**config.mk**
```make
export PLATFORM = sky130hd
export DESIGN_NAME = modular_exponentiation_64
export DESIGN_NICKNAME = d
export VERILOG_FILES = /design/src/hdl/mexp_pkg.sv /design/src/hdl/modular_exponentiation_64.sv /design/src/hdl/mexp_modmul.sv
export SDC_FILE = /design/constraint.sdc
export NUM_CORES = 1
export LEC_CHECK = 0
export ABC_CLOCK_PERIOD_IN_PS = 9600
export BUFFER_PORTS_ARGS = -buffer_cell sky130_fd_sc_hd__buf_2
export CAP_MARGIN = 25
export CORE_MARGIN = 2
export CORE_UTILIZATION = 52
export CTS_CLUSTER_DIAMETER = 40
export DETAILED_ROUTE_END_ITERATION = 12
export HOLD_SLACK_MARGIN = 0.1
export PLACE_DENSITY = 0.71
export REMOVE_ABC_BUFFERS = 1
export SLEW_MARGIN = 25
export SYNTH_ARGS = -nofsm -noshare
export SYNTH_HDL_FRONTEND = slang
export SYNTH_SLANG_ARGS = --single-unit
```
**constraint.sdc**
```tcl
create_clock -name clk -period 9.6 [get_ports clk]
set_input_delay 0.48 -clock clk [delete_from_list [all_inputs] [get_ports clk]]
set_output_delay 0.48 -clock clk [all_outputs]
set_load 0.005 [all_outputs]
```
**src/hdl/mexp_pkg.sv**
```systemverilog
// mexp_pkg: shared types and defaults for the modular exponentiation block
// no dependencies
`timescale 1ns / 1ps

package mexp_pkg;

    localparam int unsigned DefaultWordBits     = 64;
    localparam int unsigned DefaultExponentBits = 64;

    typedef enum logic [1:0] {
        MP_IDLE,
        MP_DOUBLE,
        MP_ADD
    } mul_phase_t;

    typedef enum logic [2:0] {
        ST_IDLE,
        ST_RED_START,
        ST_RED_WAIT,
        ST_STEP,
        ST_ACC_WAIT,
        ST_SQ_CHECK,
        ST_SQ_WAIT,
        ST_FINISH
    } seq_state_t;

    typedef struct packed {
        logic busy;
        logic done;
    } mul_stat_t;

endpackage

```
**src/hdl/modular_exponentiation_64.sv**
```systemverilog
// modular_exponentiation_64: top level, square-and-multiply sequencer and result register
// depends on mexp_pkg and mexp_modmul
//
//  channel   signals                                         direction
//  item      item_valid, item_ready, base_value, power,      in
//            modulus_value
//  result    result_valid, result_ready, residue             out
//
// one modular multiply runs a double step per bit of y and an add step per set bit of y
// an item takes (1 + popcount(power) + bitlen(power) - 1) multiplies plus the
// sequencing states between them
// a modulus of 0 or 1 gives 0 without any multiply; reset is asynchronous, active low
// item_ready is high only while idle; a result still waiting holds the next one in finish
`timescale 1ns / 1ps

module modular_exponentiation_64 #(
    parameter int unsigned WORD_BITS     = mexp_pkg::DefaultWordBits,
    parameter int unsigned EXPONENT_BITS = mexp_pkg::DefaultExponentBits
) (
    input  logic                     clk,
    input  logic                     rst_n,
    input  logic                     item_valid,
    output logic                     item_ready,
    input  logic [WORD_BITS-1:0]     base_value,
    input  logic [EXPONENT_BITS-1:0] power,
    input  logic [WORD_BITS-1:0]     modulus_value,
    output logic                     result_valid,
    input  logic                     result_ready,
    output logic [WORD_BITS-1:0]     residue
);
    import mexp_pkg::*;

    seq_state_t               state_reg, state_next;
    logic [WORD_BITS-1:0]     b_reg, b_next;
    logic [WORD_BITS-1:0]     m_reg, m_next;
    logic [WORD_BITS-1:0]     acc_reg, acc_next;
    logic [EXPONENT_BITS-1:0] e_reg, e_next;
    logic                     result_valid_reg, result_valid_next;
    logic [WORD_BITS-1:0]     residue_reg, residue_next;

    logic                     item_xfer;
    logic                     out_free;
    logic                     mul_start;
    logic [WORD_BITS-1:0]     mul_x;
    logic [WORD_BITS-1:0]     mul_y;
    mul_stat_t                mul_stat;
    logic [WORD_BITS-1:0]     mul_result;

    assign item_ready = (state_reg == ST_IDLE);
    assign item_xfer  = item_valid && item_ready;
    assign out_free   = !result_valid_reg || result_ready;

    mexp_modmul #(
        .WORD_BITS (WORD_BITS)
    ) u_modmul (
        .clk    (clk),
        .rst_n  (rst_n),
        .start  (mul_start),
        .x      (mul_x),
        .y      (mul_y),
        .m      (m_reg),
        .stat   (mul_stat),
        .result (mul_result)
    );

    // next state
    always_comb
    begin
        state_next = state_reg;
        unique case (state_reg)
            ST_IDLE:
            begin
                if (item_xfer)
                begin
                    state_next = (modulus_value <= WORD_BITS'(1)) ? ST_FINISH : ST_RED_START;
                end
            end
            ST_RED_START:
            begin
                state_next = ST_RED_WAIT;
            end
            ST_RED_WAIT:
            begin
                if (mul_stat.done)
                begin
                    state_next = ST_STEP;
                end
            end
            ST_STEP:
            begin
                if (e_reg == '0)
                begin
                    state_next = ST_FINISH;
                end
                else if (e_reg[0])
                begin
                    state_next = ST_ACC_WAIT;
                end
                else
                begin
                    state_next = ST_SQ_CHECK;
                end
            end
            ST_ACC_WAIT:
            begin
                if (mul_stat.done)
                begin
                    state_next = ST_SQ_CHECK;
                end
            end
            ST_SQ_CHECK:
            begin
                state_next = ((e_reg >> 1) == '0) ? ST_FINISH : ST_SQ_WAIT;
            end
            ST_SQ_WAIT:
            begin
                if (mul_stat.done)
                begin
                    state_next = ST_STEP;
                end
            end
            ST_FINISH:
            begin
                if (out_free)
                begin
                    state_next = ST_IDLE;
                end
            end
            default:
            begin
                state_next = ST_IDLE;
            end
        endcase
    end

    // outputs and datapath
    always_comb
    begin
        b_next            = b_reg;
        m_next            = m_reg;
        acc_next          = acc_reg;
        e_next            = e_reg;
        residue_next      = residue_reg;
        result_valid_next = result_valid_reg && !result_ready;
        mul_start         = 1'b0;
        mul_x             = acc_reg;
        mul_y             = b_reg;
        unique case (state_reg)
            ST_IDLE:
            begin
                if (item_xfer)
                begin
                    b_next   = base_value;
                    m_next   = modulus_value;
                    e_next   = power;
                    acc_next = '0;
                end
            end
            ST_RED_START:
            begin
                // base mod m as 1 * base mod m
                mul_start = 1'b1;
                mul_x     = WORD_BITS'(1);
                mul_y     = b_reg;
            end
            ST_RED_WAIT:
            begin
                if (mul_stat.done)
                begin
                    b_next   = mul_result;
                    acc_next = WORD_BITS'(1);
                end
            end
            ST_STEP:
            begin
                if (e_reg != '0 && e_reg[0])
                begin
                    mul_start = 1'b1;
                    mul_x     = acc_reg;
                    mul_y     = b_reg;
                end
            end
            ST_ACC_WAIT:
            begin
                if (mul_stat.done)
                begin
                    acc_next = mul_result;
                end
            end
            ST_SQ_CHECK:
            begin
                e_next = e_reg >> 1;
                if ((e_reg >> 1) != '0)
                begin
                    mul_start = 1'b1;
                    mul_x     = b_reg;
                    mul_y     = b_reg;
                end
            end
            ST_SQ_WAIT:
            begin
                if (mul_stat.done)
                begin
                    b_next = mul_result;
                end
            end
            ST_FINISH:
            begin
                if (out_free)
                begin
                    residue_next      = acc_reg;
                    result_valid_next = 1'b1;
                end
            end
            default:
            begin
                mul_start = 1'b0;
            end
        endcase
    end

    always_ff @(posedge clk or negedge rst_n)
    begin
        if (!rst_n)
        begin
            state_reg        <= ST_IDLE;
            result_valid_reg <= 1'b0;
        end
        else
        begin
            state_reg        <= state_next;
            result_valid_reg <= result_valid_next;
        end
    end

    always_ff @(posedge clk)
    begin
        b_reg       <= b_next;
        m_reg       <= m_next;
        acc_reg     <= acc_next;
        e_reg       <= e_next;
        residue_reg <= residue_next;
    end

    assign result_valid = result_valid_reg;
    assign residue      = residue_reg;

endmodule

```
**src/hdl/mexp_modmul.sv**
```systemverilog
// mexp_modmul: shared modular multiplier, one modular add per cycle (double-and-add)
// depends on mexp_pkg
`timescale 1ns / 1ps

module mexp_modmul #(
    parameter int unsigned WORD_BITS = mexp_pkg::DefaultWordBits
) (
    input  logic                  clk,
    input  logic                  rst_n,
    input  logic                  start,
    input  logic [WORD_BITS-1:0]  x,
    input  logic [WORD_BITS-1:0]  y,
    input  logic [WORD_BITS-1:0]  m,
    output mexp_pkg::mul_stat_t   stat,
    output logic [WORD_BITS-1:0]  result
);
    import mexp_pkg::*;

    localparam int unsigned CntW = $clog2(WORD_BITS);

    mul_phase_t           phase_reg, phase_next;
    logic                 done_reg, done_next;
    logic [CntW-1:0]      cnt_reg, cnt_next;
    logic [WORD_BITS-1:0] r_reg, r_next;
    logic [WORD_BITS-1:0] x_reg, x_next;
    logic [WORD_BITS-1:0] y_reg, y_next;
    logic [WORD_BITS-1:0] m_reg, m_next;

    logic [WORD_BITS-1:0] addend;
    logic [WORD_BITS:0]   sum;
    logic [WORD_BITS:0]   sum_red;
    logic                 last_bit;

    // single modular add: r + addend mod m
    always_comb
    begin
        addend  = (phase_reg == MP_ADD) ? x_reg : r_reg;
        sum     = {1'b0, r_reg} + {1'b0, addend};
        sum_red = (sum >= {1'b0, m_reg}) ? (sum - {1'b0, m_reg}) : sum;
    end

    assign last_bit = (cnt_reg == '0);

    // next state
    always_comb
    begin
        phase_next = phase_reg;
        unique case (phase_reg)
            MP_IDLE:
            begin
                if (start)
                begin
                    phase_next = MP_DOUBLE;
                end
            end
            MP_DOUBLE:
            begin
                if (y_reg[WORD_BITS-1])
                begin
                    phase_next = MP_ADD;
                end
                else if (last_bit)
                begin
                    phase_next = MP_IDLE;
                end
            end
            MP_ADD:
            begin
                phase_next = last_bit ? MP_IDLE : MP_DOUBLE;
            end
            default:
            begin
                phase_next = MP_IDLE;
            end
        endcase
    end

    // datapath updates
    always_comb
    begin
        r_next    = r_reg;
        x_next    = x_reg;
        y_next    = y_reg;
        m_next    = m_reg;
        cnt_next  = cnt_reg;
        done_next = 1'b0;
        unique case (phase_reg)
            MP_IDLE:
            begin
                if (start)
                begin
                    r_next   = '0;
                    x_next   = x;
                    y_next   = y;
                    m_next   = m;
                    cnt_next = CntW'(WORD_BITS - 1);
                end
            end
            MP_DOUBLE:
            begin
                r_next = sum_red[WORD_BITS-1:0];
                if (!y_reg[WORD_BITS-1])
                begin
                    y_next    = y_reg << 1;
                    cnt_next  = cnt_reg - CntW'(1);
                    done_next = last_bit;
                end
            end
            MP_ADD:
            begin
                r_next    = sum_red[WORD_BITS-1:0];
                y_next    = y_reg << 1;
                cnt_next  = cnt_reg - CntW'(1);
                done_next = last_bit;
            end
            default:
            begin
                r_next = r_reg;
            end
        endcase
    end

    always_ff @(posedge clk or negedge rst_n)
    begin
        if (!rst_n)
        begin
            phase_reg <= MP_IDLE;
            done_reg  <= 1'b0;
        end
        else
        begin
            phase_reg <= phase_next;
            done_reg  <= done_next;
        end
    end

    always_ff @(posedge clk)
    begin
        r_reg   <= r_next;
        x_reg   <= x_next;
        y_reg   <= y_next;
        m_reg   <= m_next;
        cnt_reg <= cnt_next;
    end

    assign stat.busy = (phase_reg != MP_IDLE);
    assign stat.done = done_reg;
    assign result    = r_reg;

endmodule
```
==> flow_summary.toml <==
[worst_setup_path]
critPathMaxFanout = 22
crit_path_top_delay_cell = "o41ai_2"
crit_type = "flip-flop to flip-flop"
cpLargestDelayFamily = "compound AO/OA/AOI/OAI gates"
path_buf_inv = 4
required_ps = 9950
endpoint_kind = "flip-flop"
cp_slowest_stage_delay_ps = 710
critPathLaunchType = "flip-flop"
cp.arrival_ps = 8730

[floorplanning]
ios = 262
initial_core_util_pct = 52.54
die-area_um2 = 61600
die_h_um = 248.2
fp.dieW_um = 248.2
coreArea_um2 = 59020
rows = 89

[logic_synthesis]
post-synth-top-count-cell = "edfxtp_1"
yosys.area.top_type = "edfxtp_1"
synth_warnings = 0
synth_top_area_share_pct = 56.37
yosysUniqueCellTypes = 89
avgSynthCellArea_um2 = 12.37
yosysSeqAreaShare_pct = 56.93
synth-edff-count = 582
syn_inst = 2507
ys_ff_latch = 589
yosys-top-cells-area = "edfxtp_1 (56%), mux2_2 (6.9%), ha_1 (5.4%), a22o_1 (3.6%), a21oi_1 (3.0%)"
synthTopCellsByCount = "edfxtp_1 (582), mux2_2 (189), nand2_1 (187), a21oi_1 (185), ha_1 (134)"
synth.cell_area_um2 = 31010
synthArstFlopShare_pct = 1.188
synthFlopType = "edfxtp_1"

[power]
p_per_area_nw_per_um2 = 163.7
power_leakage_uw = 0.01180
vdd_drop_max_mv = 0.1614

[timing]
setup_viol = 0
slew-limit-headroom_pct = 24.49
hold_viol = 0
setup_tns_ps = 0
maxSlewViolCount = 0
timing.final.ws_setup_ps = 1215
worst-slew-pin-transition_ps = 1133
skew_ps = 33.64
rsz0062_at_grt = "false"
period_minus_slack_ps = 8385
post-route-period-util_pct = 87.34
fmax_mhz = 119.3

[place]
dp_hpwl_um = 59080
place_area_um2 = 33130
dp_slack_ps = 897.3
finalWeightedCongestion = 0.9378
port_buffers = 261

[clock_tree]
cts_buffer_depth = 3
cts_buffers = 81
cts_resized = 0
cts.clk_slew.worst_paths_ps = 60
cts_sinks = 589
clock_latency_ps = 630
cts-root-buf = "clkbuf_16"
cts_tree = "built"
cts_max_level = 3

[final_layout]
diodes = 0
postLayoutCellArea_um2 = 36580
area_growth_pct = 17.98
layout-drive-gt1-share_pct = 22.73
fin_nets = 3155

[routing]
drc = 0
drt_pass1_iterations = 5
first_iter_violations = 2148
vias = 22227
routedWlPerCell_um = 23.23
postRouteAntennaNets = 0
drt-total-wl_um = 85000
via_per_inst = 6.075

[global_routing]
grt_usage_pct = 27.46
grt_max_degree = 67
grt_pass1_vias = 22404
antenna_found_initial = 2
grt_pass1_wl_um = 129500
gr-total-overflow = 0

[min_path]
hp-class = "primary input to flip-flop"

[status]
outcome = "complete, no violations"

[run]
maxCapViolCount = 0
[power by group]
part | internal (uW) | switching [uW]
sequential | 2790 | 0.0000000000000219
combinational | 55.0 | 33.9
clock | 1940 | 1170
total | 4790 | 1200
[layout make-up]
type / count / area, um2
sequential: 589 / 17650
fill: 4506 / 22440
inverter: 103 / 387.9
clock inverter: 55 / 742.0
multi-input combinational: 1698 / 12580
clock buffer: 91 / 2086
tap: 773 / 967.2
timing repair buffer: 350 / 2167
[worst paths after layout]
| path | cells past startpoint | slack, ps | start | to |
|---|---|---|---|---|
| max | 25 | 1220 | u_modmul.phase_reg[0] | u_modmul.result[42] |
| min | 3 | 140 | base_value[1] | b_reg[1] |
| max reg2reg | 25 | 1220 | u_modmul.phase_reg[0] | u_modmul.result[42] |
| min reg2reg | 0 | 410 | m_reg[44] | u_modmul.m_reg[44] |
| max in group asynchronous | 2 | 9160 | rst_n | result_valid |
| min in group asynchronous | 2 | 250 | rst_n | state_reg[0] |
[placed cells by master (no fill, tap or decap), types with 11 or more instances in the layout]
cell type,Yosys,layout
a22o_1,128,128
nor3_1,28,27
dlygate4sd3_1,0,61
and2_1,73,73
o21ai_0,88,87
nor2b_1,23,22
nand3_1,39,39
a211oi_1,20,20
inv_1,102,101
nand4_1,31,31
edfxtp_1,582,582
buf_4,3,24
mux2_2,189,189
bufinv_16,0,13
ha_1,134,133
a21o_1,81,80
nor2_1,84,79
xor2_1,44,44
o21a_1,18,18
nand2_1,187,185
a21oi_1,185,185
o2bb2ai_1,11,11
a31oi_1,19,19
o21bai_1,19,19
xnor2_1,73,73
and3_1,33,33
nor4_1,35,35
o211ai_1,14,14
nand2b_1,12,11
clkbuf_16,0,82
buf_2,13,261
[cell families after synthesis]
kind of cell | count (synthesis) | synth area share, %
AOI/OAI and AO/OA | 668 | 14.94
DFF | 589 | 56.93
and+or+nand+nor | 580 | 9.386
buffers and inverters | 220 | 2.780
muxes | 197 | 7.122
adders and majority gates | 136 | 5.537
xor gates and xnor gates | 117 | 3.305
[timing repair]
action                                  CTS  global route
setup buffers                             0             0
endpoints found under the setup margin    0             0
hold buffers                             61             0
endpoints found under the hold margin    67             0
[worst min-delay path: stages]
cell	delay, ps
buf_2	70
nand2_1	40
o21ai_0	50
[per-layer routing]
metal,up-vias,GRT usage [%],routed length [um]
li1,10256,-,-
met1,10952,37.63,36850
met2,869,44.54,39720
met3,146,4.902,6147
met4,4,8.824,2259
met5,-,0,27
[per-stage QoR]
stage	cells	util [%]	total power, uW	hold WS [ps]
2_1_floorplan	2390	-	2858	184.4
3_3_place_gp	3449	56.05	2910	329.4
3_5_place_dp	3451	56.13	2912	331.6
4_1_cts	3658	61.96	6029	105.3
5_1_grt	3659	61.98	6148	117.0
6_report	3659	61.98	5989	139.6
(Power assumes the default switching activity.)
